`src/rtl/hs_pkg.sv`:
```
package hs_pkg;

  localparam int DEPTH     = 64;
  localparam int WORD_BITS = 32;
  localparam int IDX_W     = $clog2(DEPTH);
  localparam int CNT_W     = $clog2(DEPTH + 1);
  // Child indexes reach 2 * (DEPTH - 1) + 1 before they are range checked.
  localparam int CHD_W     = IDX_W + 2;

  typedef logic signed [WORD_BITS-1:0] word_t;
  typedef logic [IDX_W-1:0]            idx_t;
  typedef logic [CNT_W-1:0]            cnt_t;
  typedef logic [CHD_W-1:0]            chd_t;

  typedef struct packed {
    logic  we;
    idx_t  waddr;
    word_t wdata;
    logic  re;
    idx_t  raddr;
  } mem_req_t;

  typedef struct packed {
    word_t value;
    logic  end_run;
    logic  ovf;
  } res_t;

  // Index of the first child of a heap node.
  function automatic chd_t first_child(idx_t h);
    return chd_t'({h, 1'b1});
  endfunction

endpackage

```
`src/rtl/hs_ram.sv`:
```
module hs_ram #(
  parameter int WORDS = 64,
  parameter int DW    = 32,
  localparam int AW   = $clog2(WORDS)
) (
  input  logic          clk,
  input  logic          we,
  input  logic [AW-1:0] waddr,
  input  logic [DW-1:0] wdata,
  input  logic          re,
  input  logic [AW-1:0] raddr,
  output logic [DW-1:0] rdata
);

  logic [DW-1:0] mem [WORDS];
  logic [DW-1:0] rdata_r;

  always_ff @(posedge clk) begin
    if (we) begin
      mem[waddr] <= wdata;
    end
    if (re) begin
      rdata_r <= mem[raddr];
    end
  end

  assign rdata = rdata_r;

endmodule

```
`src/rtl/hs_ctrl.sv`:
```
module hs_ctrl (
  input  logic            clk,
  input  logic            rst_n,
  input  logic            in_valid,
  output logic            in_ready,
  input  hs_pkg::word_t   in_value,
  input  logic            in_is_last,
  output hs_pkg::mem_req_t mem_req,
  input  hs_pkg::word_t   rd_data,
  output logic            res_valid,
  input  logic            res_ready,
  output hs_pkg::res_t    res
);

  typedef enum logic [3:0] {
    S_LOAD,
    S_RD_TOP,
    S_GET_TOP,
    S_GET_C1,
    S_GET_C2,
    S_CMP,
    S_PUT,
    S_X_RD0,
    S_X_RDI,
    S_X_SW,
    S_E_RD,
    S_E_CAP
  } state_t;

  state_t         state_r, state_nxt;
  hs_pkg::cnt_t   fill_r, fill_nxt;
  logic           ovf_r, ovf_nxt;
  hs_pkg::cnt_t   n_r, n_nxt;
  hs_pkg::cnt_t   i_r, i_nxt;
  logic           build_r, build_nxt;
  hs_pkg::idx_t   hole_r, hole_nxt;
  hs_pkg::idx_t   last_r, last_nxt;
  hs_pkg::idx_t   child_r, child_nxt;
  hs_pkg::idx_t   emit_r, emit_nxt;
  hs_pkg::word_t  held_r, held_nxt;
  hs_pkg::word_t  cval_r, cval_nxt;

  hs_pkg::cnt_t   n_new;
  hs_pkg::cnt_t   n_new_m1;
  hs_pkg::cnt_t   half_m1;
  hs_pkg::cnt_t   i_m1;
  hs_pkg::cnt_t   i_m2;
  hs_pkg::cnt_t   n_m1;
  hs_pkg::chd_t   c1_hole;
  hs_pkg::chd_t   c1_child;
  hs_pkg::chd_t   c2_child;
  hs_pkg::chd_t   last_ext;
  logic           emit_last;
  logic           sift_done;

  always_comb begin
    n_new    = (fill_r != hs_pkg::cnt_t'(hs_pkg::DEPTH)) ? fill_r + hs_pkg::cnt_t'(1) : fill_r;
    n_new_m1 = n_new - hs_pkg::cnt_t'(1);
    half_m1  = (n_new >> 1) - hs_pkg::cnt_t'(1);
    i_m1     = i_r - hs_pkg::cnt_t'(1);
    i_m2     = i_r - hs_pkg::cnt_t'(2);
    n_m1     = n_r - hs_pkg::cnt_t'(1);
    c1_hole  = hs_pkg::first_child(hole_r);
    c1_child = hs_pkg::first_child(child_r);
    c2_child = hs_pkg::chd_t'(child_r) + hs_pkg::chd_t'(1);
    last_ext = hs_pkg::chd_t'(last_r);
    emit_last = (hs_pkg::cnt_t'(emit_r) == n_m1);
  end

  always_comb begin
    state_nxt = state_r;
    fill_nxt  = fill_r;
    ovf_nxt   = ovf_r;
    n_nxt     = n_r;
    i_nxt     = i_r;
    build_nxt = build_r;
    hole_nxt  = hole_r;
    last_nxt  = last_r;
    child_nxt = child_r;
    emit_nxt  = emit_r;
    held_nxt  = held_r;
    cval_nxt  = cval_r;
    mem_req   = '0;
    in_ready  = 1'b0;
    res_valid = 1'b0;
    res       = '{value: rd_data, end_run: emit_last, ovf: ovf_r};
    sift_done = 1'b0;

    case (state_r)
      S_LOAD: begin
        in_ready = 1'b1;
        if (in_valid) begin
          if (fill_r != hs_pkg::cnt_t'(hs_pkg::DEPTH)) begin
            mem_req.we    = 1'b1;
            mem_req.waddr = fill_r[hs_pkg::IDX_W-1:0];
            mem_req.wdata = in_value;
            fill_nxt      = fill_r + hs_pkg::cnt_t'(1);
          end else begin
            ovf_nxt = 1'b1;
          end
          if (in_is_last) begin
            n_nxt = n_new;
            if (n_new < hs_pkg::cnt_t'(2)) begin
              emit_nxt  = '0;
              state_nxt = S_E_RD;
            end else begin
              build_nxt = 1'b1;
              i_nxt     = n_new >> 1;
              hole_nxt  = half_m1[hs_pkg::IDX_W-1:0];
              last_nxt  = n_new_m1[hs_pkg::IDX_W-1:0];
              state_nxt = S_RD_TOP;
            end
          end
        end
      end
      S_RD_TOP: begin
        mem_req.re    = 1'b1;
        mem_req.raddr = hole_r;
        state_nxt     = S_GET_TOP;
      end
      S_GET_TOP: begin
        held_nxt = rd_data;
        if (c1_hole <= last_ext) begin
          mem_req.re    = 1'b1;
          mem_req.raddr = c1_hole[hs_pkg::IDX_W-1:0];
          child_nxt     = c1_hole[hs_pkg::IDX_W-1:0];
          state_nxt     = S_GET_C1;
        end else begin
          // A leaf already holds its own word.
          sift_done = 1'b1;
        end
      end
      S_GET_C1: begin
        cval_nxt = rd_data;
        if (c2_child <= last_ext) begin
          mem_req.re    = 1'b1;
          mem_req.raddr = c2_child[hs_pkg::IDX_W-1:0];
          state_nxt     = S_GET_C2;
        end else begin
          state_nxt = S_CMP;
        end
      end
      S_GET_C2: begin
        if (cval_r < rd_data) begin
          cval_nxt  = rd_data;
          child_nxt = c2_child[hs_pkg::IDX_W-1:0];
        end
        state_nxt = S_CMP;
      end
      S_CMP: begin
        mem_req.we    = 1'b1;
        mem_req.waddr = hole_r;
        if (held_r < cval_r) begin
          // Move the larger child up and fetch the next level in the same cycle.
          mem_req.wdata = cval_r;
          hole_nxt      = child_r;
          if (c1_child <= last_ext) begin
            mem_req.re    = 1'b1;
            mem_req.raddr = c1_child[hs_pkg::IDX_W-1:0];
            child_nxt     = c1_child[hs_pkg::IDX_W-1:0];
            state_nxt     = S_GET_C1;
          end else begin
            state_nxt = S_PUT;
          end
        end else begin
          mem_req.wdata = held_r;
          sift_done     = 1'b1;
        end
      end
      S_PUT: begin
        mem_req.we    = 1'b1;
        mem_req.waddr = hole_r;
        mem_req.wdata = held_r;
        sift_done     = 1'b1;
      end
      S_X_RD0: begin
        mem_req.re    = 1'b1;
        mem_req.raddr = '0;
        state_nxt     = S_X_RDI;
      end
      S_X_RDI: begin
        cval_nxt      = rd_data;
        mem_req.re    = 1'b1;
        mem_req.raddr = i_r[hs_pkg::IDX_W-1:0];
        state_nxt     = S_X_SW;
      end
      S_X_SW: begin
        // The old root goes to the end; the word from the end sifts down from the root.
        mem_req.we    = 1'b1;
        mem_req.waddr = i_r[hs_pkg::IDX_W-1:0];
        mem_req.wdata = cval_r;
        held_nxt      = rd_data;
        hole_nxt      = '0;
        last_nxt      = i_m1[hs_pkg::IDX_W-1:0];
        if (i_r >= hs_pkg::cnt_t'(2)) begin
          mem_req.re    = 1'b1;
          mem_req.raddr = hs_pkg::idx_t'(1);
          child_nxt     = hs_pkg::idx_t'(1);
          state_nxt     = S_GET_C1;
        end else begin
          state_nxt = S_PUT;
        end
      end
      S_E_RD: begin
        mem_req.re    = 1'b1;
        mem_req.raddr = emit_r;
        state_nxt     = S_E_CAP;
      end
      S_E_CAP: begin
        res_valid = 1'b1;
        if (res_ready) begin
          if (emit_last) begin
            fill_nxt  = '0;
            ovf_nxt   = 1'b0;
            state_nxt = S_LOAD;
          end else begin
            emit_nxt  = emit_r + hs_pkg::idx_t'(1);
            state_nxt = S_E_RD;
          end
        end
      end
      default: begin
        state_nxt = S_LOAD;
      end
    endcase

    if (sift_done) begin
      if (build_r) begin
        if (i_r == hs_pkg::cnt_t'(1)) begin
          build_nxt = 1'b0;
          i_nxt     = n_m1;
          state_nxt = S_X_RD0;
        end else begin
          i_nxt     = i_m1;
          hole_nxt  = i_m2[hs_pkg::IDX_W-1:0];
          state_nxt = S_RD_TOP;
        end
      end else begin
        if (i_r == hs_pkg::cnt_t'(1)) begin
          emit_nxt  = '0;
          state_nxt = S_E_RD;
        end else begin
          i_nxt     = i_m1;
          state_nxt = S_X_RD0;
        end
      end
    end
  end

  always_ff @(posedge clk) begin
    if (!rst_n) begin
      state_r <= S_LOAD;
      fill_r  <= '0;
      ovf_r   <= 1'b0;
      build_r <= 1'b0;
    end else begin
      state_r <= state_nxt;
      fill_r  <= fill_nxt;
      ovf_r   <= ovf_nxt;
      build_r <= build_nxt;
    end
  end

  always_ff @(posedge clk) begin
    n_r     <= n_nxt;
    i_r     <= i_nxt;
    hole_r  <= hole_nxt;
    last_r  <= last_nxt;
    child_r <= child_nxt;
    emit_r  <= emit_nxt;
    held_r  <= held_nxt;
    cval_r  <= cval_nxt;
  end

endmodule

```
`src/rtl/heap_sorter_core.sv`:
```
// Heapsort of one set of signed 32-bit words held in a 64-entry single-port-read RAM.
// Words are loaded one per cycle until a transfer with in_is_last; words past 64 are
// dropped and flagged on out_overflow for the whole run. The set is then sorted in
// place: heap build and extraction both sift down with one RAM read per cycle, moving
// the larger child up a level until the held word is no smaller or a leaf is reached.
// Results then leave in ascending order, one at a time, each read from the RAM before
// it is offered, the last marked with out_end_of_run. No input is taken from the last
// word of a set until the final result has been handed to the output register.
module heap_sorter_core (
  input  logic                clk,
  input  logic                rst_n,
  input  logic                in_valid,
  output logic                in_ready,
  input  logic signed [31:0]  in_value,
  input  logic                in_is_last,
  output logic                out_valid,
  input  logic                out_ready,
  output logic signed [31:0]  out_sorted_value,
  output logic                out_end_of_run,
  output logic                out_overflow
);

  hs_pkg::mem_req_t mem_req;
  hs_pkg::word_t    rd_data;
  logic             res_valid;
  logic             res_ready;
  hs_pkg::res_t     res;

  logic             out_valid_r;
  hs_pkg::res_t     out_res_r;

  hs_ram #(
    .WORDS (hs_pkg::DEPTH),
    .DW    (hs_pkg::WORD_BITS)
  ) u_ram (
    .clk   (clk),
    .we    (mem_req.we),
    .waddr (mem_req.waddr),
    .wdata (mem_req.wdata),
    .re    (mem_req.re),
    .raddr (mem_req.raddr),
    .rdata (rd_data)
  );

  hs_ctrl u_ctrl (
    .clk        (clk),
    .rst_n      (rst_n),
    .in_valid   (in_valid),
    .in_ready   (in_ready),
    .in_value   (in_value),
    .in_is_last (in_is_last),
    .mem_req    (mem_req),
    .rd_data    (rd_data),
    .res_valid  (res_valid),
    .res_ready  (res_ready),
    .res        (res)
  );

  // The output register takes a new result whenever it is empty or being drained.
  assign res_ready = !out_valid_r || out_ready;

  always_ff @(posedge clk) begin
    if (!rst_n) begin
      out_valid_r <= 1'b0;
    end else if (res_valid && res_ready) begin
      out_valid_r <= 1'b1;
    end else if (out_ready) begin
      out_valid_r <= 1'b0;
    end
  end

  always_ff @(posedge clk) begin
    if (res_valid && res_ready) begin
      out_res_r <= res;
    end
  end

  assign out_valid        = out_valid_r;
  assign out_sorted_value = out_res_r.value;
  assign out_end_of_run   = out_res_r.end_run;
  assign out_overflow     = out_res_r.ovf;

endmodule

```
`config.mk`:
```
export PLATFORM = sky130hd
export DESIGN_NAME = heap_sorter_core
export DESIGN_NICKNAME = d
export VERILOG_FILES = /design/src/rtl/hs_pkg.sv /design/src/rtl/hs_ram.sv /design/src/rtl/hs_ctrl.sv /design/src/rtl/heap_sorter_core.sv
export SDC_FILE = /design/constraint.sdc
export NUM_CORES = 2
export LEC_CHECK = 0
export CORE_MARGIN = 10
export CORE_UTILIZATION = 63
export CTS_CLUSTER_DIAMETER = 30
export CTS_CLUSTER_SIZE = 10
export DETAILED_ROUTE_END_ITERATION = 10
export DONT_BUFFER_PORTS = 1
export PLACE_DENSITY = 0.79
export SYNTH_ARGS = -nofsm -noshare
export SYNTH_HDL_FRONTEND = slang
export SYNTH_HIERARCHICAL = 1
export SYNTH_SLANG_ARGS = --single-unit
```
`constraint.sdc`:
```
create_clock -name clk -period 7.1 [get_ports clk]
set_clock_uncertainty 0.05 [all_clocks]
set_input_delay 1.775 -clock clk [delete_from_list [all_inputs] [get_ports clk]]
set_output_delay 1.775 -clock clk [all_outputs]
set_load 0.01 [all_outputs]
```
==> flow_summary_export.csv <==
group,metric,value,unit
timing,whs,0.385,ns
synth,yosysUniqueCellTypes,81,
placement,dp_cells,6147,
clock_network,cts_tree,"done",
timing,hold_violations,0,
routing,drc,0,
synth,syn_nets,4489,
clock_network,hold_buffers,0,
floorplanning,core-area,140000,um^2
placement,globalplace.congestion,0.895,
setup_path,critPathLaunchType,"register",
timing,finalCritPeriodShare,97.0,%
setup_path,cp.arrival,7.45,ns
power,p_int,32700,uW
synth,synthCells,4358,
routing,viasPerCell,7.46,
global_route,grt_max_degree,78,
final_layout,layout.nets,4791,
setup_path,cp.required,7.66,ns
setup_path,regToRegSetupSlack,0.21,ns
setup_path,r2r-start,"u_ctrl/cval_r[22]",
routing,wl,274000,um
timing,rsz0062_at_grt,"false",
floorplanning,rows,137,
synth,ys_warn_count,6,
clock_network,cts.sinks,2230,
floorplanning,initial_utilization,63.6,%
timing,setup_violations,0,
final_layout,syn2layout_area_growth,18.2,%
placement,dp_hpwl,131000,um
setup_path,max_stage_delay,0.96,ns
synth,synth-edff-count,2197,
power,power_leakage,0.0343,uW
synth,synth_top_area_share,74.1,%
timing,slew-limit-headroom,7.79,%
setup_path,criticalPathCategory,"register to register",
floorplanning,die_w,396,um
setup_path,cp_common_cell,"a21oi_1",
worst_hold_path,min_from,"u_ctrl/ovf_r",
floorplanning,io_pins,73,
setup_path,worst_setup_path_end_kind,"register",
clock_network,htreeDepth,5,
power,power_frac_comb,25.4,%
routing,routedWlPerCell,40.1,um
final_layout,instances_no_fill,6835,
synth,syn_area,89000,um^2
setup_path,critPathBufInv,3,
clock_network,cts_root_buf,"clkbuf_16",
global_route,grt_pass1_vias,52254,
timing,post-route-min-period,6.89,ns
setup_path,crit_start,"u_ctrl/cval_r[22]",
clock_network,insertion_delay,0.94,ns
synth,ys_seq_area_share,74.8,%
final_layout,drive_gt1_share,29.1,%
power,power_density,452,nW/um^2
timing,max_freq,145,MHz
timing,fin_tns_setup,0,ns
worst_hold_path,worstHoldPathType,"register to register",
synth,synth_seq_cells,2230,
routing,drtPass1Iterations,9,
synth,avgSynthCellArea,20.4,um^2
timing,worst_pin_slew,1.37,ns
clock_network,cts_buffers,387,
global_route,grtUsageTotal,34.9,%
synth,synth-main-ff-cell,"edfxtp_1",
clock_network,clockBufferDepth,4,
floorplanning,dieArea,157000,um^2
final_layout,utilization,75.2,%
synth,yosys-top-cells-area,"edfxtp_1 (74%), mux4_2 (14%), mux2i_1 (1.5%)",
power,pwr-share-clk,39.2,%
status,status,"finished clean",
setup_path,path_cells,"inv_1 > ha_1 > a21oi_1 > nand2_1 > a221oi_1 > o22ai_1 > a211oi_4 > nand3_1 > o221ai_4 > buf_12 > buf_4 > mux4_2 > o221ai_1 > a21oi_1 > a21oi_1 > nor2_1",
global_route,antenna_found_initial,15,
power,peakVddDrop,0.000455,V
synth,synth_top_area_cell,"edfxtp_1",
synth,synthArstFlopShare,0,%
power,p_seq_share,35.4,%
routing,via_count,50978,
power,switching_share,31.3,%
final_layout,nFillCells,6753,
timing,slew_violations,0,
global_route,grt_remaining_overflow,0,
clock_network,cts_setup_buffers,0,
flow_run,drv_cap,0,
routing,drtAntennaViolNets,0,
clock_network,cts_resized,0,
setup_path,cpLargestDelayFamily,"compound AO/OA/AOI/OAI gates",
routing,drtIter0Drc,9375,
floorplanning,die_h,396,um
placement,io_buffers,0,
power,netSwitchingPower,14900,uW
setup_path,critPathMaxFanout,70,
clock_network,clkTransAtPathRegs,0.05,ns
setup_path,critical-path-slowest-cell,"o221ai_4",
global_route,grt_first_pass_wirelength,391000,um
-- per-stage QoR --
| step | power [uW] | cell area (um^2) | worst slack (ns) |
|---|---|---|---|
| after global routing | 48600 | 105000 | 0.172 |
| after CTS | 47300 | 105000 | 0.505 |
| after detailed placement | 28100 | 92500 | 0.827 |
| after global placement | 27900 | 92500 | 0.879 |
| after floorplan | 24600 | 89000 | 1.20 |
| final | 47600 | 105000 | 0.212 |
-- power by group through the flow --
stage	combinational, uW	sequential [uW]	clock (uW)
4_1_cts	11800	16800	18700
2_1_floorplan	7850	16800	0
3_3_place_gp	10900	17000	0
5_1_grt	12500	16800	19200
3_5_place_dp	11100	17000	0
6_report	12100	16800	18700
-- cell families (layout without fill, tap and decap cells) --
kind of cell / count (synthesis) / count (layout) / synth area share, %
AO/OA/AOI/OAI: 475 / 475 / 3.66
other: 0 / 8 / 0
AND/OR/NAND/NOR: 451 / 451 / 2.39
XOR/XNOR: 37 / 37 / 0.396
adder cells (fa/ha/maj): 94 / 94 / 1.32
flip-flops: 2230 / 2230 / 74.8
buffers and inverters: 386 / 979 / 2.04
multiplexers: 685 / 685 / 15.4
-- synthesized netlist by cell type, drive strengths merged (7+ instances only) --
master  instances
edfxtp       2197
mux4          544
nor2          184
buf           156
mux2i         136
inv           118
clkbuf        111
a21oi         109
o22ai          96
ha             94
nand2          89
o21ai          71
a222oi         45
o221ai         34
dfxtp          33
nor3           31
nand3          26
xnor2          25
nor2b          23
a22oi          18
a311oi         18
and3           15
nand2b         15
a21o           14
and2           14
nand4          13
xor2           10
a31oi           8
nand3b          8
or2             7
or3             7
-- worst paths after layout --
path	endpoint	cells past startpoint
min	out_overflow	0
max reg2reg	u_ram/rdata[21]	16
max	u_ram/rdata[21]	16
min reg2reg	out_overflow	0
-- layout by cell type, fill, tap and decap left out, drive strengths merged, types with 15 or more instances in the layout --
cell type / Yosys / routed
and3: 15 / 15
nor2: 184 / 184
nand2: 89 / 89
a222oi: 45 / 45
buf: 156 / 180
o21ai: 71 / 71
inv: 118 / 141
o22ai: 96 / 96
clkbuf: 111 / 430
o221ai: 34 / 34
a21oi: 109 / 109
nor3: 31 / 31
ha: 94 / 94
mux2i: 136 / 136
a22oi: 18 / 18
xnor2: 25 / 25
a311oi: 18 / 18
nand3: 26 / 26
bufinv: 0 / 51
nand2b: 15 / 15
edfxtp: 2197 / 2197
clkinv: 1 / 138
clkinvlp: 0 / 39
dfxtp: 33 / 33
mux4: 544 / 544
nor2b: 23 / 23
-- registers in the layout, summed over array words and instances (netlist names) --
register          count
u_ram/mem          2048
out_sorted_value     32
u_ctrl/cval_r        32
u_ctrl/held_r        32
u_ram/rdata          32
u_ctrl/fill_r         7
u_ctrl/i_r            7
u_ctrl/n_r            7
u_ctrl/child_r        6
u_ctrl/emit_r         6
u_ctrl/hole_r         6
u_ctrl/last_r         6
u_ctrl/state_r        4
out_end_of_run        1
out_overflow          1
out_valid             1
u_ctrl/build_r        1
u_ctrl/ovf_r          1
-- per-layer routing --
| metal | up-vias | wire [um] | global-route usage, % |
|---|---|---|---|
| met5 | - | 89 | 0 |
| met4 | 14 | 19500 | 20.2 |
| met3 | 1242 | 38500 | 9.67 |
| met2 | 5267 | 131000 | 55.6 |
| met1 | 25588 | 85000 | 43.3 |
| li1 | 18867 | - | - |
-- worst register-to-register path, stage by stage, from the launching register on --
cell      delay (ns)
edfxtp_1        0.42
inv_1           0.07
ha_1            0.32
a21oi_1         0.21
nand2_1         0.09
a221oi_1        0.44
o22ai_1         0.22
a211oi_4        0.41
nand3_1         0.44
o221ai_4        0.96
buf_12          0.43
buf_4           0.55
mux4_2          0.64
o221ai_1        0.37
a21oi_1         0.20
a21oi_1         0.67
nor2_1          0.10
-- area by class of cell --
cell class                 instances  area (um^2)  area share (%)
clock inverter                   250         2770            2.63
clock buffer                     430         9960            9.46
inverter                         119          447           0.424
multi-input combinational       1742        21500            20.5
tap                             1876         2350            2.23
sequential                      2230        66600            63.3
timing repair buffer             180         1560            1.49
antenna                            8         20.0          0.0190
Power figures use the tool's default switching activity.
